File: config.mk
export PLATFORM = sky130hd
export DESIGN_NAME = bitmap_first_free_allocator_unit
export DESIGN_NICKNAME = d
export VERILOG_FILES = /design/src/rtl/bffa_pkg.sv /design/src/rtl/bffa_ram.sv /design/src/rtl/bffa_dp.sv /design/src/rtl/bffa_ctrl.sv /design/src/rtl/bitmap_first_free_allocator_unit.sv
export SDC_FILE = /design/constraint.sdc
export NUM_CORES = 2
export LEC_CHECK = 0
export ABC_AREA = 1
export CAP_MARGIN = 20
export CORE_ASPECT_RATIO = 1.5
export CORE_MARGIN = 2
export CORE_UTILIZATION = 45
export CTS_CLUSTER_SIZE = 30
export DETAILED_ROUTE_END_ITERATION = 6
export DONT_BUFFER_PORTS = 1
export GPL_TIMING_DRIVEN = 0
export PLACE_DENSITY = 0.67
export REMOVE_ABC_BUFFERS = 1
export SYNTH_ARGS = -nofsm -noshare
export SYNTH_HDL_FRONTEND = slang
export SYNTH_SLANG_ARGS = --single-unit
File: constraint.sdc
create_clock -name clk -period 9.8 [get_ports clk]
set_input_delay 0.98 -clock clk [delete_from_list [all_inputs] [get_ports clk]]
set_output_delay 0.98 -clock clk [all_outputs]
set_load 0.01 [all_outputs]
File: src/rtl/bffa_pkg.sv
// shared types, constants and helpers for the bitmap first-free allocator
// no dependencies
`timescale 1ns / 1ps

package bffa_pkg;

  localparam int DEF_NUM_ENTRIES = 1024;
  localparam int WORD_W          = 32;
  localparam int BIT_W           = 5;
  localparam int NUM_W           = 11;
  localparam int STATUS_W        = 2;
  localparam int PADDR_W         = 3;
  localparam int PDATA_W         = 32;

  localparam logic [NUM_W-1:0] ENTRIES_RESET = 11'd1024;
  localparam logic             REG_ENTRIES   = 1'b0;

  localparam logic KIND_ALLOC   = 1'b0;
  localparam logic KIND_RELEASE = 1'b1;

  typedef enum logic [STATUS_W-1:0] {
    STATUS_OK           = 2'd0,
    STATUS_NONE_FREE    = 2'd1,
    STATUS_OUT_OF_RANGE = 2'd2
  } status_t;

  typedef enum logic [2:0] {
    S_CLEAR,
    S_IDLE,
    S_SCAN,
    S_REL,
    S_RESP
  } state_t;

  typedef struct packed {
    logic clear_step;
    logic alloc_start;
    logic scan_step;
    logic rel_read;
    logic rel_reject;
    logic rel_apply;
  } cmd_t;

  typedef struct packed {
    logic clear_done;
    logic rel_bad;
    logic hit;
    logic exhausted;
  } sts_t;

  // lowest zero bit of a bitmap word
  function automatic logic [BIT_W-1:0] first_zero(input logic [WORD_W-1:0] word);
    logic [BIT_W-1:0] idx;
    idx = '0;
    for (int b = WORD_W - 1; b >= 0; b--) begin
      if (!word[b]) begin
        idx = BIT_W'(b);
      end
    end
    return idx;
  endfunction

endpackage

File: src/rtl/bffa_ram.sv
// generic single write port, single read port ram with registered read
// no dependencies
`timescale 1ns / 1ps

module bffa_ram #(
  parameter int WIDTH = 32,
  parameter int DEPTH = 32,
  parameter int AW    = (DEPTH > 1) ? $clog2(DEPTH) : 1
) (
  input  logic             clk,
  input  logic             we,
  input  logic [AW-1:0]    waddr,
  input  logic [WIDTH-1:0] wdata,
  input  logic             re,
  input  logic [AW-1:0]    raddr,
  output logic [WIDTH-1:0] rdata
);

  logic [WIDTH-1:0] mem [DEPTH];
  logic [WIDTH-1:0] rdata_r;

  always_ff @(posedge clk) begin
    if (we) begin
      mem[waddr] <= wdata;
    end
    if (re) begin
      rdata_r <= mem[raddr];
    end
  end

  assign rdata = rdata_r;

endmodule

File: src/rtl/bffa_dp.sv
// datapath: bitmap ram, word scan, release update, allocated count and result registers
// depends on bffa_pkg and bffa_ram
`timescale 1ns / 1ps

module bffa_dp #(
  parameter int NUM_ENTRIES = bffa_pkg::DEF_NUM_ENTRIES
) (
  input  logic                          clk,
  input  logic                          rst_n,
  input  bffa_pkg::cmd_t                cmd,
  output bffa_pkg::sts_t                sts,
  input  logic [bffa_pkg::NUM_W-1:0]    entries,
  input  logic [bffa_pkg::NUM_W-1:0]    release_number,
  output logic [bffa_pkg::NUM_W-1:0]    granted_number,
  output logic [bffa_pkg::STATUS_W-1:0] status,
  output logic [bffa_pkg::NUM_W-1:0]    free_count
);

  localparam int WORD_W    = bffa_pkg::WORD_W;
  localparam int BIT_W     = bffa_pkg::BIT_W;
  localparam int NUM_W     = bffa_pkg::NUM_W;
  localparam int NUM_WORDS = (NUM_ENTRIES + WORD_W - 1) / WORD_W;
  localparam int WADDR_W   = (NUM_WORDS > 1) ? $clog2(NUM_WORDS) : 1;
  localparam int WCNT_W    = $clog2(NUM_WORDS + 1);
  localparam int NW_W      = NUM_W - BIT_W + 1;

  logic [NUM_W-1:0]   lim;
  logic [NW_W-1:0]    nw;
  logic [NUM_W:0]     lim_round;

  logic [WADDR_W-1:0] clr_ptr_r;
  logic [WCNT_W-1:0]  rd_ptr_r;
  logic [WADDR_W-1:0] chk_ptr_r;
  logic               dv_r;
  logic [WADDR_W-1:0] rel_word_r;
  logic [BIT_W-1:0]   rel_bit_r;
  logic [NUM_W-1:0]   count_r;
  logic [NUM_W-1:0]   granted_r;
  bffa_pkg::status_t  status_r;

  logic               ram_we;
  logic [WADDR_W-1:0] ram_waddr;
  logic [WORD_W-1:0]  ram_wdata;
  logic               ram_re;
  logic [WADDR_W-1:0] ram_raddr;
  logic [WORD_W-1:0]  ram_rdata;

  logic               iss;
  logic [WORD_W-1:0]  tail_mask;
  logic [WORD_W-1:0]  word_eff;
  logic [BIT_W-1:0]   zbit;
  logic [31:0]        rel_idx;
  logic [31:0]        grant_num;

  bffa_ram #(
    .WIDTH (WORD_W),
    .DEPTH (NUM_WORDS),
    .AW    (WADDR_W)
  ) u_ram (
    .clk   (clk),
    .we    (ram_we),
    .waddr (ram_waddr),
    .wdata (ram_wdata),
    .re    (ram_re),
    .raddr (ram_raddr),
    .rdata (ram_rdata)
  );

  // effective limit saturated at capacity
  assign lim = (32'(entries) > 32'(NUM_ENTRIES)) ? NUM_W'(NUM_ENTRIES) : entries;
  assign lim_round = {1'b0, lim} + (NUM_W + 1)'(WORD_W - 1);
  assign nw = NW_W'(lim_round >> BIT_W);

  assign iss = 32'(rd_ptr_r) < 32'(nw);

  always_comb begin
    tail_mask = '0;
    if ((32'(chk_ptr_r) == 32'(nw) - 32'd1) && (lim[BIT_W-1:0] != '0)) begin
      tail_mask = ~((WORD_W'(1) << lim[BIT_W-1:0]) - WORD_W'(1));
    end
  end

  assign word_eff  = ram_rdata | tail_mask;
  assign zbit      = bffa_pkg::first_zero(word_eff);
  assign rel_idx   = 32'(release_number) - 32'd1;
  assign grant_num = (32'(chk_ptr_r) << BIT_W) + 32'(zbit) + 32'd1;

  assign sts.clear_done = clr_ptr_r == WADDR_W'(NUM_WORDS - 1);
  assign sts.rel_bad    = (release_number == '0) || (release_number > lim);
  assign sts.hit        = dv_r && (word_eff != '1);
  assign sts.exhausted  = !dv_r && !iss;

  always_comb begin
    ram_re    = 1'b0;
    ram_raddr = rd_ptr_r[WADDR_W-1:0];
    if (cmd.scan_step) begin
      ram_re = iss;
    end else if (cmd.rel_read) begin
      ram_re    = 1'b1;
      ram_raddr = WADDR_W'(rel_idx >> BIT_W);
    end
  end

  always_comb begin
    ram_we    = 1'b0;
    ram_waddr = clr_ptr_r;
    ram_wdata = '0;
    priority if (cmd.clear_step) begin
      ram_we = 1'b1;
    end else if (cmd.scan_step && sts.hit) begin
      ram_we    = 1'b1;
      ram_waddr = chk_ptr_r;
      ram_wdata = ram_rdata | (WORD_W'(1) << zbit);
    end else if (cmd.rel_apply && ram_rdata[rel_bit_r]) begin
      ram_we    = 1'b1;
      ram_waddr = rel_word_r;
      ram_wdata = ram_rdata & ~(WORD_W'(1) << rel_bit_r);
    end else begin
      ram_we = 1'b0;
    end
  end

  always_ff @(posedge clk) begin
    if (!rst_n) begin
      clr_ptr_r <= '0;
      rd_ptr_r  <= '0;
      dv_r      <= 1'b0;
      count_r   <= '0;
    end else begin
      if (cmd.clear_step && !sts.clear_done) begin
        clr_ptr_r <= clr_ptr_r + WADDR_W'(1);
      end
      if (cmd.alloc_start) begin
        rd_ptr_r <= '0;
        dv_r     <= 1'b0;
      end else if (cmd.scan_step) begin
        if (iss) begin
          rd_ptr_r <= rd_ptr_r + WCNT_W'(1);
        end
        dv_r <= iss;
      end
      if (cmd.scan_step && sts.hit) begin
        count_r <= count_r + NUM_W'(1);
      end else if (cmd.rel_apply && ram_rdata[rel_bit_r] && (count_r != '0)) begin
        count_r <= count_r - NUM_W'(1);
      end
    end
  end

  always_ff @(posedge clk) begin
    if (cmd.scan_step) begin
      chk_ptr_r <= rd_ptr_r[WADDR_W-1:0];
    end
    if (cmd.rel_read) begin
      rel_word_r <= WADDR_W'(rel_idx >> BIT_W);
      rel_bit_r  <= rel_idx[BIT_W-1:0];
    end
    if (cmd.scan_step && sts.hit) begin
      granted_r <= grant_num[NUM_W-1:0];
      status_r  <= bffa_pkg::STATUS_OK;
    end else if (cmd.scan_step && sts.exhausted) begin
      granted_r <= '0;
      status_r  <= bffa_pkg::STATUS_NONE_FREE;
    end else if (cmd.rel_reject) begin
      granted_r <= '0;
      status_r  <= bffa_pkg::STATUS_OUT_OF_RANGE;
    end else if (cmd.rel_apply) begin
      granted_r <= '0;
      status_r  <= bffa_pkg::STATUS_OK;
    end
  end

  assign granted_number = granted_r;
  assign status         = status_r;
  assign free_count     = (count_r >= lim) ? '0 : lim - count_r;

endmodule

File: src/rtl/bffa_ctrl.sv
// controller state machine: clearing pass, request dispatch, scan and result strobe
// depends on bffa_pkg
`timescale 1ns / 1ps

module bffa_ctrl (
  input  logic           clk,
  input  logic           rst_n,
  input  logic           start,
  input  logic           kind,
  input  bffa_pkg::sts_t sts,
  output bffa_pkg::cmd_t cmd,
  output logic           busy,
  output logic           out_valid
);

  bffa_pkg::state_t state_r;
  bffa_pkg::state_t state_nxt;

  always_ff @(posedge clk) begin
    if (!rst_n) begin
      state_r <= bffa_pkg::S_CLEAR;
    end else begin
      state_r <= state_nxt;
    end
  end

  always_comb begin
    state_nxt = state_r;
    cmd       = '0;
    unique case (state_r)
      bffa_pkg::S_CLEAR: begin
        cmd.clear_step = 1'b1;
        if (sts.clear_done) begin
          state_nxt = bffa_pkg::S_IDLE;
        end
      end
      bffa_pkg::S_IDLE: begin
        if (start) begin
          if (kind == bffa_pkg::KIND_ALLOC) begin
            cmd.alloc_start = 1'b1;
            state_nxt       = bffa_pkg::S_SCAN;
          end else if (sts.rel_bad) begin
            cmd.rel_reject = 1'b1;
            state_nxt      = bffa_pkg::S_RESP;
          end else begin
            cmd.rel_read = 1'b1;
            state_nxt    = bffa_pkg::S_REL;
          end
        end
      end
      bffa_pkg::S_SCAN: begin
        cmd.scan_step = 1'b1;
        if (sts.hit || sts.exhausted) begin
          state_nxt = bffa_pkg::S_RESP;
        end
      end
      bffa_pkg::S_REL: begin
        cmd.rel_apply = 1'b1;
        state_nxt     = bffa_pkg::S_RESP;
      end
      bffa_pkg::S_RESP: begin
        state_nxt = bffa_pkg::S_IDLE;
      end
      default: begin
        state_nxt = bffa_pkg::S_IDLE;
      end
    endcase
  end

  assign busy      = state_r != bffa_pkg::S_IDLE;
  assign out_valid = state_r == bffa_pkg::S_RESP;

endmodule

File: src/rtl/bitmap_first_free_allocator_unit.sv
// Bitmap first-free allocator. A transaction is taken when start is high and busy is low;
// its result appears for one cycle with out_valid, and the receiver cannot stall it.
// An allocate reads the bitmap ram one 32-entry word per cycle and checks each word in the
// cycle after its read; the scan stops at the first word with a free entry, or after the
// last word within the limit when none is free, and the strobe follows in the result state.
// With a limit of zero no word is read and the allocate reports none free. A release goes
// through the release state, which updates the word read at acceptance, to the result state;
// a rejected one goes straight to the result state; busy stays high through the strobe cycle
// and falls as it ends. After reset a clearing pass writes one word per cycle through every
// bitmap word with busy high; the register port works throughout.
// depends on bffa_pkg, bffa_ctrl, bffa_dp, bffa_ram
`timescale 1ns / 1ps

module bitmap_first_free_allocator_unit #(
  parameter int NUM_ENTRIES = bffa_pkg::DEF_NUM_ENTRIES
) (
  input  logic                          clk,
  input  logic                          rst_n,
  input  logic                          start,
  output logic                          busy,
  input  logic                          in_kind,
  input  logic [bffa_pkg::NUM_W-1:0]    in_release_number,
  output logic                          out_valid,
  output logic [bffa_pkg::NUM_W-1:0]    out_granted_number,
  output logic [bffa_pkg::STATUS_W-1:0] out_status,
  output logic [bffa_pkg::NUM_W-1:0]    out_free_count,
  input  logic                          psel,
  input  logic                          penable,
  input  logic                          pwrite,
  input  logic [bffa_pkg::PADDR_W-1:0]  paddr,
  input  logic [bffa_pkg::PDATA_W-1:0]  pwdata,
  output logic [bffa_pkg::PDATA_W-1:0]  prdata,
  output logic                          pready
);

  logic [bffa_pkg::NUM_W-1:0] entries_r;
  bffa_pkg::cmd_t             cmd;
  bffa_pkg::sts_t             sts;
  logic                       cfg_hit;

  assign pready  = 1'b1;
  assign cfg_hit = paddr[bffa_pkg::PADDR_W-1] == bffa_pkg::REG_ENTRIES;

  always_ff @(posedge clk) begin
    if (!rst_n) begin
      entries_r <= bffa_pkg::ENTRIES_RESET;
    end else if (psel && penable && pwrite && pready && cfg_hit) begin
      entries_r <= pwdata[bffa_pkg::NUM_W-1:0];
    end
  end

  assign prdata = cfg_hit ? bffa_pkg::PDATA_W'(entries_r) : '0;

  bffa_ctrl u_ctrl (
    .clk       (clk),
    .rst_n     (rst_n),
    .start     (start),
    .kind      (in_kind),
    .sts       (sts),
    .cmd       (cmd),
    .busy      (busy),
    .out_valid (out_valid)
  );

  bffa_dp #(
    .NUM_ENTRIES (NUM_ENTRIES)
  ) u_dp (
    .clk            (clk),
    .rst_n          (rst_n),
    .cmd            (cmd),
    .sts            (sts),
    .entries        (entries_r),
    .release_number (in_release_number),
    .granted_number (out_granted_number),
    .status         (out_status),
    .free_count     (out_free_count)
  );

endmodule
==> results.cfg <==
[clocking]
cts_resized = 0
cts_tree = built
cts_root_buffer = clkbuf_16
cts_made_buffers = 97
cts_sinks = 1121
cts.hold.buffers_added = 0
clk_pin_slew_worst_paths_ns = 0.07
insertion_delay_ns = 0.71
cts_max_level = 3
cts_max_path_buffers = 3
cts_setup_buffers = 0

[floorplanning]
die_area_sq_um = 109000
rows = 146
die_x_um = 271
initial_core_util = 0.454
io_pins = 112
fp.dieH_um = 404
coreArea_sq_um = 106000

[sta]
rsz0062_at_grt = no
finalSetupViolations = 0
max_freq_mhz = 138
skew_ns = 0.0384
worst_pin_slew_ns = 1.18
fin_crit_sh = 0.741
postLayoutSetupSlackWorst_ns = 2.54
hold-worst-slack_ns = 0.384
period_minus_slack_ns = 7.26
maxSlewViolCount = 0
hold_viol_final = 0
timing.slew.headroom = 0.214

[synthesis]
synthFlopType = edfxtp_1
syn_inst = 4004
yosysSeqAreaShare = 0.694
synth_top_area_cell = edfxtp_1
ys_ff_latch = 1121
yosysWarnings = 0
synth.most_common_cell = edfxtp_1
synth_cell_types = 61
synthTopCellsByCount = edfxtp_1 (1,082), nor2_1 (704), o21ai_0 (615)
synthArstFlopShare = 0
synth_area_leaders = edfxtp_1 (68%), o21ai_0 (6.4%), nor2_1 (5.5%)
syn-cell-area_sq_um = 48000
avgSynthCellArea_sq_um = 12.0
yosys.area.top_type_share = 0.677
synth-edff-count = 1082

[layout]
antennaDiodeCount = 0
design_area_sq_um = 55100
drive_gt1_frac = 0.0984
final-seq-area_sq_um = 33300
fin_util = 0.522
fillers = 8747
layout.nets = 4082
syn2layout_area_growth_pct = 14.8
multi_input_area_sq_um = 13300

[run]
drv_cap = 0

[critical_path]
r2r-end = u_dp.u_ram.rdata[15]
required_ns = 10.23
endpoint_kind = register
worstRegToRegCells = 27
criticalPathCategory = reg -> reg
startpoint_type = register
critPathMaxFanout = 164
rr_startpoint = entries_r[10]
critPathArrivalTime_ns = 7.70
setup.reg_to_reg.worst_slack_ns = 2.54

[drt]
drt-total-wl_um = 139000
drt_pre_antenna_iters = 6
first_iter_violations = 3805
avgViaCountPerCell = 6.14
avgRoutedWirePerCell_um = 25.5
drc = 0
num_vias = 33600
ant_nets = 0

[global_routing]
grt_pass1_vias = 32700
grt.total_usage = 0.250
grt_max_degree = 165
overflow = 0
grt_pass1_wl_um = 204000
grt_antenna_before_repair = 0

[min_path]
worstHoldStart = rst_n
hold_path_depth = 1
hold_path.class = in -> reg
min_to = entries_r[10]

[placement]
hpwlAfterDp_um = 87600
port-buffer-count = 0
place_area_sq_um = 51800
place_ws_ns = 2.65
gp_congestion = 0.941

[power_and_ir_drop]
power_mw = 9.48
ir_worst_vdd_mv = 0.124
pwr_density_cell_nw_per_um2 = 172
power_leakage_nw = 16.7

[run_status]
outcome = finished, final reports clean
==> worst max path at each step <==
stage,from,to,slack (ns),cells past startpoint
after detailed placement,entries_r[10],u_dp.u_ram.rdata[17],2.65,26
after global placement,entries_r[10],u_dp.u_ram.rdata[4],-71.90,22
final,entries_r[10],u_dp.u_ram.rdata[15],2.54,27
after CTS,entries_r[10],u_dp.u_ram.rdata[17],2.62,26
after global routing,entries_r[10],u_dp.u_ram.rdata[20],2.05,28
after floorplan,in_release_number[2],u_dp.u_ram.rdata[2],-26.43,19
==> worst max-delay path, cell delays in order, from the launching register on <==
cell	delay, ns
dfxtp_1	0.59
inv_2	0.22
o21bai_4	0.28
nand2_1	0.17
ha_1	0.26
nand2_1	0.08
o21ai_0	0.07
nand3_1	0.07
a21oi_1	0.07
a211oi_1	0.18
o21a_1	0.13
o21ai_0	0.07
a22oi_1	0.28
nand3_1	0.14
nor2_1	0.45
buf_6	0.24
o21ai_4	0.16
buf_12	0.22
buf_12	0.19
inv_8	0.20
buf_16	0.41
buf_16	0.47
buf_16	0.49
o21ai_0	0.17
o221ai_1	0.18
o211a_1	0.17
a311oi_1	0.05
a31oi_1	0.45
==> per-layer routing <==
layer / share of wire / global-route usage / vias up / routed length (um)
met5: 0 / 0 / - / 0
met4: 0.058 / 0.146 / 0 / 8030
met3: 0.077 / 0.0386 / 383 / 10800
met2: 0.50 / 0.429 / 1713 / 69200
met1: 0.37 / 0.300 / 16600 / 51300
li1: - / - / 14800 / -
==> cell usage in the layout (no fill, tap or decap), types with 8 or more instances in the layout <==
| cell | instances |
|---|---|
| nor4_1 | 16 |
| conb_1 | 22 |
| o22ai_1 | 73 |
| o211a_1 | 10 |
| buf_12 | 52 |
| a21oi_2 | 9 |
| bufinv_16 | 15 |
| nand2_2 | 10 |
| inv_1 | 180 |
| nand3_1 | 94 |
| nand4_1 | 21 |
| clkbuf_16 | 99 |
| clkbuf_1 | 19 |
| a21oi_1 | 77 |
| buf_16 | 40 |
| xor2_1 | 20 |
| ha_1 | 45 |
| a21boi_2 | 10 |
| clkinv_1 | 22 |
| o211ai_1 | 60 |
| nor2_4 | 34 |
| a311oi_1 | 10 |
| nand3_2 | 8 |
| nor2_1 | 672 |
| nor2_2 | 9 |
| xnor2_1 | 9 |
| nor3b_1 | 12 |
| edfxtp_1 | 1082 |
| nor3_1 | 22 |
| dfxtp_1 | 39 |
| inv_2 | 16 |
| o221ai_1 | 192 |
| nand2_1 | 244 |
| a31oi_1 | 59 |
| buf_8 | 27 |
| o21ai_1 | 20 |
| clkinv_2 | 20 |
| o21ai_0 | 613 |
| a31oi_2 | 8 |
==> stage by stage <==
step	setup TNS (ns)	std cells
global placement	-3257.55	5163
detailed placement	0	5289
finish	0	5469
global route	0	5469
CTS	0	5469
floorplan	-844.41	3757
==> final cells by class <==
class                           count  area share
Multi-Input combinational cell   2430       0.242
Timing Repair Buffer              126      0.0476
Clock inverter                     62      0.0133
Sequential cell                  1121       0.604
Clock buffer                      118      0.0463
Inverter                          206      0.0145
Tap cell                         1406      0.0319
==> power by group <==
group          total [mW]  switching [mW]  internal [mW]
clock                4.00            1.74           2.26
combinational       0.230           0.159         0.0716
sequential           5.25          0.0142           5.24
==> kinds of logic after synthesis <==
group,count (synthesis),synth area share
other cells,2,0.000157
flops,1121,0.694
compound gates,1179,0.150
fa+ha+maj,47,0.0126
xor+xnor,29,0.00530
buf+inv,473,0.0392
simple gates,1153,0.0994
==> sequential cells by signal, indices dropped and copies added, names as in the netlist <==
name and flops:
u_dp.u_ram.rdata 32, u_dp.chk_ptr_r 5, u_dp.rel_word_r 5, u_dp.rel_bit_r 5, u_dp.granted_number 11, u_dp.rd_ptr_r 6, u_dp.clr_ptr_r 5, u_dp.dv_r 1
u_ctrl.state_r 3, u_dp.count_r 11, u_dp.status 2, entries_r 11, u_dp.u_ram.mem 1024
Note: power is estimated with default switching activity, not from simulation.
